**src/khe_pkg.sv**
```systemverilog
`timescale 1ns / 1ps
// ----------------------------------------------------------------------------
// khe_pkg
// Shared types, key codes, result kinds and the fixed hotstring table of the
// keystroke hotstring expander.
// ----------------------------------------------------------------------------
package khe_pkg;

  // Default depth of the typed-character history.
  localparam int HISTORY_DEPTH = 16;

  // Table geometry. The table below is fixed, so these are not parameters.
  localparam int NUM_ENTRIES         = 4;
  localparam int MAX_TRIGGER_LEN     = 4;
  localparam int MAX_REPLACEMENT_LEN = 16;

  // Derived widths.
  localparam int CHAR_W = 7;
  localparam int EW     = (NUM_ENTRIES > 1) ? $clog2(NUM_ENTRIES) : 1;
  localparam int KW     = (MAX_TRIGGER_LEN > 1) ? $clog2(MAX_TRIGGER_LEN) : 1;
  localparam int TLW    = $clog2(MAX_TRIGGER_LEN + 1);
  localparam int RLW    = $clog2(MAX_REPLACEMENT_LEN + 1);
  localparam int RW     = (MAX_REPLACEMENT_LEN > 1) ? $clog2(MAX_REPLACEMENT_LEN) : 1;
  localparam int EMW    = $clog2(MAX_TRIGGER_LEN + MAX_REPLACEMENT_LEN);

  // Key codes.
  localparam logic [7:0] KEY_BACKSPACE = 8'h08;
  localparam logic [7:0] KEY_UPPER_A   = 8'h41;
  localparam logic [7:0] KEY_UPPER_Z   = 8'h5A;
  localparam logic [7:0] KEY_DIGIT_0   = 8'h30;
  localparam logic [7:0] KEY_DIGIT_9   = 8'h39;
  localparam logic [CHAR_W-1:0] CASE_OFFSET = 7'h20;

  // Result kinds.
  localparam logic [1:0] KIND_FORWARD   = 2'd0;
  localparam logic [1:0] KIND_BACKSPACE = 2'd1;
  localparam logic [1:0] KIND_CHAR      = 2'd2;

  // Trigger lengths: "brb", "omw", "ty", "idk".
  localparam logic [TLW-1:0] TRIG_LEN [NUM_ENTRIES] = '{
    TLW'(3), TLW'(3), TLW'(2), TLW'(3)
  };

  // Trigger text stored newest character first, so that position k lines up
  // with the history character k places back from the newest one.
  localparam logic [CHAR_W-1:0] TRIG_REV [NUM_ENTRIES][MAX_TRIGGER_LEN] = '{
    '{7'h62, 7'h72, 7'h62, 7'h00},   // b r b
    '{7'h77, 7'h6D, 7'h6F, 7'h00},   // w m o
    '{7'h79, 7'h74, 7'h00, 7'h00},   // y t
    '{7'h6B, 7'h64, 7'h69, 7'h00}    // k d i
  };

  // Replacement lengths.
  localparam logic [RLW-1:0] REPL_LEN [NUM_ENTRIES] = '{
    RLW'(13), RLW'(9), RLW'(9), RLW'(12)
  };

  // Replacement text as UTF-16 code units.
  localparam logic [15:0] REPL_TEXT [NUM_ENTRIES][MAX_REPLACEMENT_LEN] = '{
    // "be right back"
    '{16'h0062, 16'h0065, 16'h0020, 16'h0072, 16'h0069, 16'h0067, 16'h0068, 16'h0074,
      16'h0020, 16'h0062, 16'h0061, 16'h0063, 16'h006B, 16'h0000, 16'h0000, 16'h0000},
    // "on my way"
    '{16'h006F, 16'h006E, 16'h0020, 16'h006D, 16'h0079, 16'h0020, 16'h0077, 16'h0061,
      16'h0079, 16'h0000, 16'h0000, 16'h0000, 16'h0000, 16'h0000, 16'h0000, 16'h0000},
    // "thank you"
    '{16'h0074, 16'h0068, 16'h0061, 16'h006E, 16'h006B, 16'h0020, 16'h0079, 16'h006F,
      16'h0075, 16'h0000, 16'h0000, 16'h0000, 16'h0000, 16'h0000, 16'h0000, 16'h0000},
    // "I don't know"
    '{16'h0049, 16'h0020, 16'h0064, 16'h006F, 16'h006E, 16'h0027, 16'h0074, 16'h0020,
      16'h006B, 16'h006E, 16'h006F, 16'h0077, 16'h0000, 16'h0000, 16'h0000, 16'h0000}
  };

  // Commands from the controller to the datapath.
  typedef struct packed {
    logic push;        // accept a letter or digit and write it to the history
    logic pop;         // accept a backspace press and drop the newest character
    logic rd_step;     // read the next history character back for matching
    logic match_eval;  // latch the matching entry and clear history on a hit
    logic emit_load;   // move the next expansion result into the output register
    logic fwd_load;    // move a forward result into the output register
  } khe_cmd_t;

  // Status from the datapath to the controller.
  typedef struct packed {
    logic is_push;     // the offered item is a letter or digit press
    logic is_pop;      // the offered item is a backspace press
    logic rd_last;     // the last history read is being issued
    logic hit;         // some trigger matches the history suffix
    logic emit_none;   // the matching entry expands to no results at all
    logic emit_last;   // the current expansion result is the final one
    logic out_free;    // the output register can take a result this cycle
  } khe_sts_t;

  // Number of backspaces sent for an entry.
  function automatic logic [EMW-1:0] bs_count(input logic [EW-1:0] e);
    return EMW'(TRIG_LEN[e]) - EMW'(1);
  endfunction

  // Number of replacement characters sent for an entry.
  function automatic logic [EMW-1:0] repl_count(input logic [EW-1:0] e);
    logic [RLW-1:0] len;
    len = REPL_LEN[e];
    if (len > RLW'(MAX_REPLACEMENT_LEN)) begin
      len = RLW'(MAX_REPLACEMENT_LEN);
    end
    return EMW'(len);
  endfunction

endpackage

```
**src/khe_ctrl.sv**
```systemverilog
`timescale 1ns / 1ps
// ----------------------------------------------------------------------------
// khe_ctrl
// Controller state machine: sequences the history write, the read-back of the
// newest characters, the trigger match and the emission of results.
// ----------------------------------------------------------------------------
module khe_ctrl (
  input  logic              clk,
  input  logic              rst_n,
  input  logic              in_valid,
  output logic              in_ready,
  input  khe_pkg::khe_sts_t sts,
  output khe_pkg::khe_cmd_t cmd
);

  localparam logic [2:0] S_IDLE  = 3'd0;
  localparam logic [2:0] S_READ  = 3'd1;
  localparam logic [2:0] S_WAIT  = 3'd2;
  localparam logic [2:0] S_MATCH = 3'd3;
  localparam logic [2:0] S_EMIT  = 3'd4;
  localparam logic [2:0] S_FWD   = 3'd5;

  logic [2:0] state_r;
  logic [2:0] state_nxt;

  assign in_ready = (state_r == S_IDLE);

  // Next state and command decode.
  always_comb begin
    state_nxt = state_r;
    cmd       = '0;
    unique case (state_r)
      S_IDLE: begin
        if (in_valid) begin
          if (sts.is_push) begin
            cmd.push  = 1'b1;
            state_nxt = S_READ;
          end else begin
            cmd.pop   = sts.is_pop;
            state_nxt = S_FWD;
          end
        end
      end
      S_READ: begin
        cmd.rd_step = 1'b1;
        if (sts.rd_last) begin
          state_nxt = S_WAIT;
        end
      end
      S_WAIT: begin
        state_nxt = S_MATCH;
      end
      S_MATCH: begin
        cmd.match_eval = 1'b1;
        if (!sts.hit) begin
          state_nxt = S_FWD;
        end else if (sts.emit_none) begin
          state_nxt = S_IDLE;
        end else begin
          state_nxt = S_EMIT;
        end
      end
      S_EMIT: begin
        if (sts.out_free) begin
          cmd.emit_load = 1'b1;
          if (sts.emit_last) begin
            state_nxt = S_IDLE;
          end
        end
      end
      S_FWD: begin
        if (sts.out_free) begin
          cmd.fwd_load = 1'b1;
          state_nxt    = S_IDLE;
        end
      end
      default: begin
        state_nxt = S_IDLE;
      end
    endcase
  end

  // State register.
  always_ff @(posedge clk) begin
    if (!rst_n) begin
      state_r <= S_IDLE;
    end else begin
      state_r <= state_nxt;
    end
  end

endmodule

```
**src/khe_dpath.sv**
```systemverilog
`timescale 1ns / 1ps
// ----------------------------------------------------------------------------
// khe_dpath
// Datapath: key classification, circular history memory, read-back window,
// trigger comparison, expansion counter and the output register.
// ----------------------------------------------------------------------------
module khe_dpath #(
  parameter int HISTORY_DEPTH = khe_pkg::HISTORY_DEPTH
) (
  input  logic              clk,
  input  logic              rst_n,
  input  logic [7:0]        in_key_code,
  input  logic              in_key_down,
  input  logic              in_shift_held,
  input  khe_pkg::khe_cmd_t cmd,
  output khe_pkg::khe_sts_t sts,
  input  logic              out_ready,
  output logic              out_valid,
  output logic [1:0]        out_kind,
  output logic [15:0]       out_char,
  output logic              out_last_of_run
);

  localparam int AW     = $clog2(HISTORY_DEPTH);
  localparam int CW     = $clog2(HISTORY_DEPTH + 1);
  localparam int SW     = CW + 1;
  localparam int CHAR_W = khe_pkg::CHAR_W;
  localparam int KW     = khe_pkg::KW;
  localparam int EW     = khe_pkg::EW;
  localparam int EMW    = khe_pkg::EMW;
  localparam int RW     = khe_pkg::RW;
  localparam int NE     = khe_pkg::NUM_ENTRIES;
  localparam int MTL    = khe_pkg::MAX_TRIGGER_LEN;

  // Folds a sum below twice the depth back into the history range.
  function automatic logic [AW-1:0] wrap_idx(input logic [SW-1:0] s);
    logic [SW-1:0] t;
    t = (s >= SW'(HISTORY_DEPTH)) ? (s - SW'(HISTORY_DEPTH)) : s;
    return AW'(t);
  endfunction

  logic [CHAR_W-1:0] hist_mem [HISTORY_DEPTH];
  logic [AW-1:0]     head_r, head_nxt;
  logic [CW-1:0]     count_r, count_nxt;
  logic [CHAR_W-1:0] rd_data_r;
  logic [KW-1:0]     rd_k_r;
  logic [KW-1:0]     rd_k_d_r;
  logic              rd_cap_r;
  logic [CHAR_W-1:0] win_r [MTL];
  logic [EW-1:0]     match_e_r;
  logic [EMW-1:0]    emit_idx_r;
  logic              out_valid_r;
  logic [1:0]        out_kind_r;
  logic [15:0]       out_char_r;
  logic              out_last_r;

  logic              is_letter;
  logic              is_digit;
  logic [CHAR_W-1:0] push_char;
  logic              hist_full;
  logic [AW-1:0]     head_inc;
  logic [AW-1:0]     wr_addr;
  logic [AW-1:0]     rd_addr;
  logic [SW-1:0]     rd_sum;
  logic [NE-1:0]     hit_vec;
  logic [EW-1:0]     match_e;
  logic [EMW-1:0]    match_total;
  logic [EMW-1:0]    emit_bs;
  logic [EMW-1:0]    emit_total;
  logic [EMW-1:0]    emit_pos;
  logic [1:0]        emit_kind;
  logic [15:0]       emit_char;

  // Key classification; letters are folded to lower case unless shifted.
  assign is_letter = (in_key_code >= khe_pkg::KEY_UPPER_A) &&
                     (in_key_code <= khe_pkg::KEY_UPPER_Z);
  assign is_digit  = (in_key_code >= khe_pkg::KEY_DIGIT_0) &&
                     (in_key_code <= khe_pkg::KEY_DIGIT_9);
  assign push_char = (is_letter && !in_shift_held) ?
                     (in_key_code[CHAR_W-1:0] + khe_pkg::CASE_OFFSET) :
                     in_key_code[CHAR_W-1:0];

  assign sts.is_push = in_key_down && (is_letter || is_digit);
  assign sts.is_pop  = in_key_down && (in_key_code == khe_pkg::KEY_BACKSPACE);

  // Write address: a full history overwrites its oldest entry.
  assign hist_full = (count_r == CW'(HISTORY_DEPTH));
  assign head_inc  = (head_r == AW'(HISTORY_DEPTH - 1)) ? '0 : (head_r + AW'(1));
  assign wr_addr   = hist_full ? head_r : wrap_idx(SW'(head_r) + SW'(count_r));

  // History pointer updates.
  always_comb begin
    head_nxt  = head_r;
    count_nxt = count_r;
    if (cmd.push) begin
      if (hist_full) begin
        head_nxt = head_inc;
      end else begin
        count_nxt = count_r + CW'(1);
      end
    end else if (cmd.pop && (count_r != '0)) begin
      count_nxt = count_r - CW'(1);
    end else if (cmd.match_eval && sts.hit) begin
      head_nxt  = '0;
      count_nxt = '0;
    end
  end

  always_ff @(posedge clk) begin
    if (!rst_n) begin
      head_r  <= '0;
      count_r <= '0;
    end else begin
      head_r  <= head_nxt;
      count_r <= count_nxt;
    end
  end

  // Read address of the character rd_k places back from the newest one.
  assign rd_sum  = SW'(head_r) + SW'(count_r) - SW'(1) - SW'(rd_k_r);
  assign rd_addr = (SW'(rd_k_r) < SW'(count_r)) ? wrap_idx(rd_sum) : '0;

  // History memory with a registered read port.
  always_ff @(posedge clk) begin
    if (cmd.push) begin
      hist_mem[wr_addr] <= push_char;
    end
    rd_data_r <= hist_mem[rd_addr];
  end

  // Read sequencing; each read's registered data is captured into the window in the cycle after the read is issued.
  always_ff @(posedge clk) begin
    if (!rst_n) begin
      rd_k_r   <= '0;
      rd_cap_r <= 1'b0;
    end else begin
      rd_cap_r <= cmd.rd_step;
      if (cmd.push) begin
        rd_k_r <= '0;
      end else if (cmd.rd_step) begin
        rd_k_r <= rd_k_r + KW'(1);
      end
    end
  end

  always_ff @(posedge clk) begin
    rd_k_d_r <= rd_k_r;
    if (rd_cap_r) begin
      win_r[rd_k_d_r] <= rd_data_r;
    end
  end

  assign sts.rd_last = (rd_k_r == KW'(MTL - 1));

  // Trigger comparison against the newest characters of the history.
  always_comb begin
    for (int e = 0; e < NE; e++) begin
      hit_vec[e] = (khe_pkg::TRIG_LEN[e] != '0) &&
                   (CW'(khe_pkg::TRIG_LEN[e]) <= count_r);
      for (int k = 0; k < MTL; k++) begin
        if ((k < int'(khe_pkg::TRIG_LEN[e])) && (win_r[k] != khe_pkg::TRIG_REV[e][k])) begin
          hit_vec[e] = 1'b0;
        end
      end
    end
  end

  // Lowest matching index wins.
  always_comb begin
    match_e = '0;
    for (int e = NE - 1; e >= 0; e--) begin
      if (hit_vec[e]) begin
        match_e = EW'(e);
      end
    end
  end

  assign match_total   = khe_pkg::bs_count(match_e) + khe_pkg::repl_count(match_e);
  assign sts.hit       = (hit_vec != '0);
  assign sts.emit_none = (match_total == '0);

  // Expansion counter: backspaces first, then the replacement text.
  always_ff @(posedge clk) begin
    if (cmd.match_eval) begin
      match_e_r <= match_e;
    end
  end

  always_ff @(posedge clk) begin
    if (!rst_n) begin
      emit_idx_r <= '0;
    end else if (cmd.match_eval) begin
      emit_idx_r <= '0;
    end else if (cmd.emit_load) begin
      emit_idx_r <= emit_idx_r + EMW'(1);
    end
  end

  assign emit_bs       = khe_pkg::bs_count(match_e_r);
  assign emit_total    = emit_bs + khe_pkg::repl_count(match_e_r);
  assign emit_pos      = emit_idx_r - emit_bs;
  assign sts.emit_last = (emit_idx_r == (emit_total - EMW'(1)));

  always_comb begin
    if (emit_idx_r < emit_bs) begin
      emit_kind = khe_pkg::KIND_BACKSPACE;
      emit_char = '0;
    end else begin
      emit_kind = khe_pkg::KIND_CHAR;
      emit_char = khe_pkg::REPL_TEXT[match_e_r][RW'(emit_pos)];
    end
  end

  // Output register; it frees up when its transfer completes.
  assign sts.out_free = !out_valid_r || out_ready;

  always_ff @(posedge clk) begin
    if (!rst_n) begin
      out_valid_r <= 1'b0;
    end else if (cmd.emit_load || cmd.fwd_load) begin
      out_valid_r <= 1'b1;
    end else if (out_ready) begin
      out_valid_r <= 1'b0;
    end
  end

  always_ff @(posedge clk) begin
    if (cmd.fwd_load) begin
      out_kind_r <= khe_pkg::KIND_FORWARD;
      out_char_r <= '0;
      out_last_r <= 1'b1;
    end else if (cmd.emit_load) begin
      out_kind_r <= emit_kind;
      out_char_r <= emit_char;
      out_last_r <= sts.emit_last;
    end
  end

  assign out_valid       = out_valid_r;
  assign out_kind        = out_kind_r;
  assign out_char        = out_char_r;
  assign out_last_of_run = out_last_r;

endmodule

```
**src/keystroke_hotstring_expander.sv**
```systemverilog
`timescale 1ns / 1ps
// A forwarded key goes from its transfer straight to the output register load; a letter or
// digit is first read back newest first, 4 reads through the single registered memory read
// port, then captured into the window, matched and loaded into the output register.
// A new key is taken only once every result of the last key is in the output register, so
// output stalls also hold the input; a match expands to at most 15 results.
// Reset empties the history at once; there is no clearing pass.
// ----------------------------------------------------------------------------
// keystroke_hotstring_expander
// Expands typed abbreviations into replacement text: tracks recent letters and
// digits, detects a trigger suffix and emits backspaces plus replacement text.
// ----------------------------------------------------------------------------
module keystroke_hotstring_expander #(
  parameter int HISTORY_DEPTH = khe_pkg::HISTORY_DEPTH
) (
  input  logic        clk,
  input  logic        rst_n,
  input  logic        in_valid,
  output logic        in_ready,
  input  logic [7:0]  in_key_code,
  input  logic        in_key_down,
  input  logic        in_shift_held,
  output logic        out_valid,
  input  logic        out_ready,
  output logic [1:0]  out_kind,
  output logic [15:0] out_char,
  output logic        out_last_of_run
);

  khe_pkg::khe_cmd_t cmd;
  khe_pkg::khe_sts_t sts;

  // Sequencing.
  khe_ctrl u_ctrl (
    .clk      (clk),
    .rst_n    (rst_n),
    .in_valid (in_valid),
    .in_ready (in_ready),
    .sts      (sts),
    .cmd      (cmd)
  );

  // History, matching and result generation.
  khe_dpath #(
    .HISTORY_DEPTH (HISTORY_DEPTH)
  ) u_dpath (
    .clk             (clk),
    .rst_n           (rst_n),
    .in_key_code     (in_key_code),
    .in_key_down     (in_key_down),
    .in_shift_held   (in_shift_held),
    .cmd             (cmd),
    .sts             (sts),
    .out_ready       (out_ready),
    .out_valid       (out_valid),
    .out_kind        (out_kind),
    .out_char        (out_char),
    .out_last_of_run (out_last_of_run)
  );

endmodule

```
**config.mk**
```make
export PLATFORM = sky130hd
export DESIGN_NAME = keystroke_hotstring_expander
export DESIGN_NICKNAME = d
export VERILOG_FILES = /design/src/khe_pkg.sv /design/src/khe_ctrl.sv /design/src/khe_dpath.sv /design/src/keystroke_hotstring_expander.sv
export SDC_FILE = /design/constraint.sdc
export NUM_CORES = 1
export LEC_CHECK = 0
export BUFFER_PORTS_ARGS = -buffer_cell sky130_fd_sc_hd__buf_4
export CORE_MARGIN = 2
export CORE_UTILIZATION = 62
export DETAILED_ROUTE_END_ITERATION = 7
export PLACE_DENSITY = 0.79
export SYNTH_ARGS = -nofsm -noshare
export SYNTH_HDL_FRONTEND = slang
export SYNTH_SLANG_ARGS = --single-unit
```
**constraint.sdc**
```tcl
create_clock -name clk -period 4.52 [get_ports clk]
set_input_delay 0.226 -clock clk [delete_from_list [all_inputs] [get_ports clk]]
set_output_delay 0.226 -clock clk [all_outputs]
set_load 0.02 [all_outputs]
```
==> load_flow_metrics.sql, run 1 <==
INSERT INTO impl_metrics (metric_group, metric, value, unit) VALUES
('grt', 'grt_util_all_layers', '25.5', '%'),
('min_path', 'worst_hold_path.num_cells', '2', ''),
('grt', 'grt_pass1_wl', '28200', 'um'),
('yosys', 'synth_cell_types', '74', ''),
('power', 'p_leak', '0.00361', 'uW'),
('floorplan', 'die_area', '14600', 'sq um'),
('clock_network', 'cts_buffer_depth', '2', ''),
('clock_network', 'cts_buffers', '17', ''),
('timing', 'fmax', '270', 'MHz'),
('clock_network', 'cts.repair.resized', '0', ''),
('clock_network', 'post-cts-setup-buffer-count', '0', ''),
('timing', 'grt_setup_unrepaired', 'false', ''),
('clock_network', 'cts_tree', 'built', ''),
('grt', 'first_global_vias', '5366', ''),
('timing', 'final-hold-violation-count', '0', ''),
('yosys', 'yosysMostFrequentCell', 'sky130_fd_sc_hd__edfxtp_1', ''),
('critical_path', 'timing_worst_setup_path_type', 'register to register', ''),
('finish', 'antenna_cells_inserted', '0', ''),
('critical_path', 'rr_endpoint', 'u_dpath.rd_data_r[3]', ''),
('yosys', 'yosys-top-cells-count', '135 x sky130_fd_sc_hd__edfxtp_1, 57 x sky130_fd_sc_hd__mux2i_1, 51 x sky130_fd_sc_hd__nand2_1, 43 x sky130_fd_sc_hd__nor2_1, 40 x sky130_fd_sc_hd__dfxtp_1', ''),
('yosys', 'synth_enable_flop_cells', '135', ''),
('min_path', 'hold_critical_path_endpoint', 'u_dpath.count_r[4]', ''),
('yosys', 'yosys_warnings', '0', ''),
('timing', 'finalSetupViolations', '0', ''),
('critical_path', 'startpoint_class_of_the_critical_path', 'register', ''),
('yosys', 'yosysTopAreaCellShare', '48.0', '%'),
('floorplan', 'io-pin-count', '35', ''),
('finish', 'final_net_count', '737', ''),
('routing', 'routed-via-count', '5578', ''),
('yosys', 'synth.cell_area', '8450', 'sq um'),
('floorplan', 'die_y', '121', 'um'),
('job', 'maxCapViolations', '0', ''),
('critical_path', 'worst-endpoint-required', '4.82', 'ns'),
('yosys', 'synth_cells', '679', ''),
('clock_network', 'clock_transition_at_the_registers_of_the_reported_paths', '0.07', 'ns'),
('critical_path', 'cp-startpoint', 'u_dpath.head_r[0]', ''),
('routing', 'drt_iter0_markers', '571', ''),
('critical_path', 'cp_max_fo', '28', ''),
('yosys', 'synth.top_cells.by_area', 'sky130_fd_sc_hd__edfxtp_1 48%, sky130_fd_sc_hd__dfxtp_1 9.5%, sky130_fd_sc_hd__mux2i_1 6.8%', ''),
('power', 'power.ir.vdd_worst', '0.000334', 'V'),
('routing', 'ant_nets', '0', ''),
('finish', 'area.growth.synth_to_final', '10.2', '%'),
('clock_network', 'ctsRootBufferMaster', 'sky130_fd_sc_hd__clkbuf_16', ''),
('floorplan', 'core', '13300', 'sq um'),
('yosys', 'asyncSetResetFlopFracSynth', '0', '%'),
('routing', 'drt-wirelength-per-cell', '20.0', 'um'),
('critical_path', 'r2r_cells', '12', ''),
('yosys', 'synth_seq_cells', '175', ''),
('timing', 'slew_headroom', '13.1', '%'),
('min_path', 'worst_hold_startpoint', 'rst_n', ''),
('min_path', 'hold_path_class', 'input pin to register', ''),
('yosys', 'synth_seq_area_share', '57.5', '%'),
('grt', 'antenna_found_initial', '0', ''),
('routing', 'detail_route.wirelength', '17800', 'um'),
('timing', 'timing.setup.tns', '0', 'ns'),
('clock_network', 'clkLatencyLatePin', '0.43', 'ns'),
('place', 'hpwlAfterDp', '12000', 'um'),
('timing', 'finalClockSkew', '0.00810', 'ns'),
('finish', 'layout-drive-gt1-share', '15.3', '%'),
('critical_path', 'worstPathArrival', '4.00', 'ns'),
('run_status', 'run_status', 'finished, final reports clean', ''),
('clock_network', 'ctsHtreeMaxLevel', '4', ''),
('grt', 'grt_max_degree', '29', ''),
('finish', 'layout.core_utilization', '70.0', '%'),
('critical_path', 'worst_setup_end_kind', 'register', ''),
('timing', 'finalCriticalPeriod', '3.70', 'ns'),
('routing', 'drc', '0', ''),
('place', 'global_placement_routability_congestion', '0.908', ''),
('yosys', 'synth-main-ff-cell', 'sky130_fd_sc_hd__edfxtp_1', ''),
('power', 'power_per_cell_area', '427', 'nW/um^2'),
('power', 'post_layout_power', '3980', 'uW');
-- critical path: stages (launching register included) --
cell and delay, ns:
sky130_fd_sc_hd__dfxtp_1 0.50, sky130_fd_sc_hd__ha_1 0.23, sky130_fd_sc_hd__inv_1 0.06, sky130_fd_sc_hd__fa_1 0.58
sky130_fd_sc_hd__inv_1 0.11, sky130_fd_sc_hd__fa_1 0.47, sky130_fd_sc_hd__xnor2_2 0.18, sky130_fd_sc_hd__o41ai_4 0.20
sky130_fd_sc_hd__buf_4 0.57, sky130_fd_sc_hd__mux2i_1 0.27, sky130_fd_sc_hd__mux2i_1 0.10, sky130_fd_sc_hd__mux2i_1 0.16
sky130_fd_sc_hd__mux2i_1 0.10
-- power breakdown --
| part | leakage [uW] | switching [uW] | total [uW] | internal [uW] |
|---|---|---|---|---|
| clock | 0.000289 | 657 | 1490 | 836 |
| combinational | 0.00178 | 343 | 605 | 262 |
| sequential | 0.00154 | 60.7 | 1880 | 1820 |
-- layout by cell type (no fill, tap or decap), types with 17 or more instances in the layout --
cell type                   instances
sky130_fd_sc_hd__o21ai_0           26
sky130_fd_sc_hd__mux2_2            36
sky130_fd_sc_hd__a21oi_1           26
sky130_fd_sc_hd__nor2_1            43
sky130_fd_sc_hd__nand2_1           51
sky130_fd_sc_hd__mux2i_1           57
sky130_fd_sc_hd__clkbuf_16         17
sky130_fd_sc_hd__ha_1              22
sky130_fd_sc_hd__o22ai_1           17
sky130_fd_sc_hd__buf_4             31
sky130_fd_sc_hd__dfxtp_1           40
sky130_fd_sc_hd__edfxtp_1         135
sky130_fd_sc_hd__inv_1             23
-- area by class of cell --
type	count	area, sq um
clock buffer	18	429
clock inverter	14	175
fill	902	3990
inverter	23	86.3
multi-input combinational	450	3310
sequential	175	4850
tap	176	220
timing repair buffer	31	233
-- through the flow --
stage	area, sq um	std cells
finish	9310	887
global placement	8700	855
CTS	9310	887
global route	9310	887
floorplan	8480	687
detailed placement	8700	855
-- registers in the layout, indices dropped and copies added (netlist names) --
signal / cells
u_dpath.hist_mem: 112
u_dpath.emit_idx_r: 5
u_dpath.count_r: 5
u_dpath.win_r: 21
u_dpath.match_e_r: 2
u_dpath.out_char: 7
u_dpath.rd_k_r: 2
u_dpath.head_r: 4
u_dpath.rd_data_r: 7
u_ctrl.state_r: 3
u_dpath.out_last_of_run: 1
u_dpath.rd_k_d_r: 2
u_dpath.out_kind: 2
u_dpath.rd_cap_r: 1
u_dpath.out_valid: 1
-- cell families after synthesis --
kind of cell,synth area share [%]
adder cells (fa/ha/maj),3.97
flip-flops,57.5
buffers and inverters,3.85
AND/OR/NAND/NOR,10.4
other,0.0444
multiplexers,11.6
XOR/XNOR,2.37
AO/OA/AOI/OAI,10.4
-- per-layer routing --
metal / wire length (um) / track usage [%] / part of all wire [%]
met2: 8620 / 40.4 / 48
met3: 916 / 4.72 / 5.2
met1: 7990 / 35.7 / 45
met5: 0 / 0 / 0
met4: 252 / 8.65 / 1.4
-- worst max path at each step --
stage                                end  cells after the start  slack, ns
finish              u_dpath.rd_data_r[3]                     12       0.82
global placement    u_dpath.rd_data_r[6]                     12       0.98
global route        u_dpath.rd_data_r[0]                     12       0.55
CTS                 u_dpath.rd_data_r[1]                     12       0.82
floorplan           u_dpath.rd_data_r[0]                     12       1.33
detailed placement  u_dpath.rd_data_r[1]                     12       0.84
Power figures use the tool's default switching activity.
==> run 2, diff against run 1 <==
--- a/config.mk
+++ b/config.mk
@@ -7,9 +7,9 @@
 export LEC_CHECK = 0
 export BUFFER_PORTS_ARGS = -buffer_cell sky130_fd_sc_hd__buf_4
 export CORE_MARGIN = 2
-export CORE_UTILIZATION = 62
+export CORE_UTILIZATION = 56
 export DETAILED_ROUTE_END_ITERATION = 7
-export PLACE_DENSITY = 0.79
+export PLACE_DENSITY = 0.75
 export SYNTH_ARGS = -nofsm -noshare
 export SYNTH_HDL_FRONTEND = slang
 export SYNTH_SLANG_ARGS = --single-unit
==> constraint.sdc (replaced) <==
create_clock -name clk -period 2.95 [get_ports clk]
set_input_delay 0.1475 -clock clk [delete_from_list [all_inputs] [get_ports clk]]
set_output_delay 0.1475 -clock clk [all_outputs]
set_load 0.02 [all_outputs]
==> load_flow_metrics.sql, run 2 (synthesis results as in run 1) <==
INSERT INTO impl_metrics (metric_group, metric, value, unit) VALUES
('power', 'power_switching_share', '27.0', '%'),
('floorplan', 'chip_width', '127', 'um'),
('clock_network', 'clock_transition_at_the_registers_of_the_reported_paths', '0.07', 'ns'),
('grt', 'grt_pass1_wl', '29400', 'um'),
('power', 'power_per_cell_area', '633', 'nW/um^2'),
('floorplan', 'die_area', '16100', 'sq um'),
('floorplan', 'placementRows', '44', ''),
('run_status', 'run_status', 'complete, but fails checks', ''),
('finish', 'nFillCells', '1006', ''),
('routing', 'drt-wirelength-per-cell', '19.9', 'um'),
('finish', 'most-common-layout-cells', '135 x sky130_fd_sc_hd__edfxtp_1, 70 x sky130_fd_sc_hd__buf_4, 53 x sky130_fd_sc_hd__mux2i_1', ''),
('timing', 'maxSlewViolCount', '0', ''),
('clock_network', 'cts_buffers', '17', ''),
('finish', 'largest_register_ffs', '112', ''),
('critical_path', 'critPathTopFamily', 'adder cells', ''),
('timing', 'holdWs', '0.0479', 'ns'),
('power', 'p_int', '4570', 'uW'),
('power', 'power.share.sequential', '45.9', '%'),
('power', 'power.ir.vdd_worst', '0.000447', 'V'),
('timing', 'tightestPinTransition', '1.23', 'ns'),
('finish', 'largestRegisters', 'u_dpath.hist_mem: 112 flops, u_dpath.win_r: 21 flops', ''),
('run_status', 'violations', 'setup timing', ''),
('critical_path', 'timing_worst_setup_path_type', 'register to register', ''),
('power', 'power.combinational.fraction', '19.2', '%'),
('routing', 'drc', '0', ''),
('floorplan', 'core', '14600', 'sq um'),
('routing', 'detail_route.wirelength', '18800', 'um'),
('critical_path', 'startpoint_class_of_the_critical_path', 'register', ''),
('floorplan', 'io-pin-count', '35', ''),
('finish', 'largest_register', 'u_dpath.hist_mem', ''),
('routing', 'detailedRoute.firstPassIterationCount', '5', ''),
('timing', 'finalCriticalPeriod', '2.98', 'ns'),
('clock_network', 'cts_tree', 'built', ''),
('routing', 'routed-via-count', '5765', ''),
('timing', 'postLayoutSetupSlackWorst', '-0.0250', 'ns'),
('clock_network', 'clock_sinks', '175', ''),
('finish', 'layout.core_utilization', '67.6', '%'),
('finish', 'commonest_non_fill_non_tap_cell_in_the_layout', 'sky130_fd_sc_hd__edfxtp_1', ''),
('routing', 'via_per_inst', '6.10', ''),
('critical_path', 'path_common_cell', 'sky130_fd_sc_hd__inv_2', ''),
('finish', 'final_net_count', '787', ''),
('critical_path', 'crit_chain', 'ha_4 > inv_2 > fa_1 > inv_2 > fa_2 > xnor2_4 > o41ai_4 > buf_12 > mux2_2 > o22ai_1 > mux2_4 > mux2i_1', ''),
('critical_path', 'worstPathArrival', '3.27', 'ns'),
('critical_path', 'worst_setup_end_kind', 'register', ''),
('floorplan', 'initial_core_util', '57.7', '%'),
('timing', 'finalClockSkew', '0.00650', 'ns'),
('critical_path', 'worst-path-buf-inv', '3', ''),
('finish', 'fin_area', '9900', 'sq um'),
('grt', 'grt_util_all_layers', '23.6', '%'),
('power', 'p_leak', '0.00393', 'uW'),
('clock_network', 'ctsRootBufferMaster', 'sky130_fd_sc_hd__clkbuf_16', ''),
('routing', 'ant_nets', '0', ''),
('place', 'hpwlAfterDp', '12800', 'um'),
('critical_path', 'worst-endpoint-required', '3.24', 'ns'),
('power', 'p_sw', '1690', 'uW'),
('critical_path', 'cp_slowest_cell', 'sky130_fd_sc_hd__fa_1', ''),
('critical_path', 'cp_max_fo', '13', ''),
('finish', 'multi_input_comb_area', '3420', 'sq um'),
('grt', 'first_global_vias', '5612', ''),
('grt', 'overflow_left_after_global_routing', '0', ''),
('place', 'placement.io_buffers', '25', ''),
('place', 'placed_area', '9050', 'sq um'),
('timing', 'fmax', '336', 'MHz'),
('min_path', 'hold_path_class', 'input pin to register', ''),
('clock_network', 'clkLatencyLatePin', '0.43', 'ns'),
('timing', 'final-hold-violation-count', '0', ''),
('timing', 'finalSetupViolations', '1', ''),
('routing', 'drt_iter0_markers', '431', ''),
('job', 'maxCapViolations', '0', ''),
('floorplan', 'die_y', '127', 'um'),
('grt', 'antenna_found_initial', '0', ''),
('finish', 'layout-drive-gt1-share', '23.1', '%'),
('finish', 'area.growth.synth_to_final', '17.2', '%'),
('place', 'global_placement_routability_congestion', '0.854', ''),
('timing', 'slew_headroom', '17.5', '%'),
('finish', 'register_area', '4860', 'sq um'),
('clock_network', 'cts_buffer_depth', '2', ''),
('grt', 'grt_max_degree', '26', ''),
('timing', 'grt_setup_unrepaired', 'true', ''),
('power', 'p_clk_share', '35.0', '%'),
('critical_path', 'critical-path-max-stage-delay', '0.52', 'ns'),
('timing', 'period_share', '101', '%'),
('clock_network', 'ctsHtreeMaxLevel', '4', ''),
('finish', 'antenna_cells_inserted', '0', '');
run 2: cell count changes in the layout (fill, tap and decap cells not counted), sizes merged:
cell / before / now
clkbuf: 18 / 20
buf: 31 / 78
dlygate4sd3: 0 / 1
clkinvlp: 2 / 0
bufinv: 2 / 1
inv: 29 / 31
clkinv: 4 / 5
run 2: per-layer routing:
metal  vias up  part of all wire [%]  track usage, %
li1       2681                     -               -
met1      2860                    42            30.1
met2       189                    51            40.6
met3        35                   4.5            3.75
met4         0                   2.4            9.37
met5         -                     0               0
run 2: worst paths after layout:
kind	from	end	slack, ns	cells past startpoint
worst max-delay path	u_dpath.head_r[0]	u_dpath.rd_data_r[1]	-0.03	12
worst min-delay path	in_valid	u_ctrl.state_r[2]	0.05	3
worst max register to register	u_dpath.head_r[0]	u_dpath.rd_data_r[1]	-0.03	12
worst min register to register	u_dpath.rd_k_r[1]	u_dpath.rd_k_d_r[1]	0.42	0
run 2: what timing repair did:
action,CTS,global route
setup endpoints to repair,7,7
hold buffers,1,0
hold endpoints to repair,1,0
resized for setup,13,14
cloned,1,2
pin swaps,6,2
buffers inserted,6,1
run 2: power groups by stage:
stage	logic, uW	registers, uW	clock network, uW
floorplan	714	2900	0
global placement	960	2920	0
detailed placement	995	2930	0
CTS	1110	2870	2210
global route	1270	2880	2300
finish	1200	2870	2190
run 2: stage by stage:
| stage | cells | setup slack (ns) | power, uW | setup TNS [ns] |
|---|---|---|---|---|
| floorplan | 687 | 0.0246 | 3620 | 0 |
| global placement | 902 | -0.0838 | 3880 | -0.514 |
| detailed placement | 902 | -0.287 | 3920 | -1.63 |
| CTS | 942 | 0.00220 | 6190 | 0 |
| global route | 945 | -0.113 | 6450 | -0.474 |
| finish | 945 | -0.0250 | 6260 | -0.0250 |
run 2: tightest hold or removal path: cells and delay by family:
family | cells | cell delay, ns
buffers and inverters | 2 | 0.19
AOI/OAI and AO/OA | 1 | 0.08
run 2: area by class of cell:
cell class | count | area share, %
flip-flops and latches | 175 | 49.1
clock inverters | 14 | 1.49
multi-input cells | 450 | 34.6
inverters | 23 | 0.872
well taps | 184 | 2.33
repair buffers | 81 | 7.34
clock buffers | 18 | 4.34
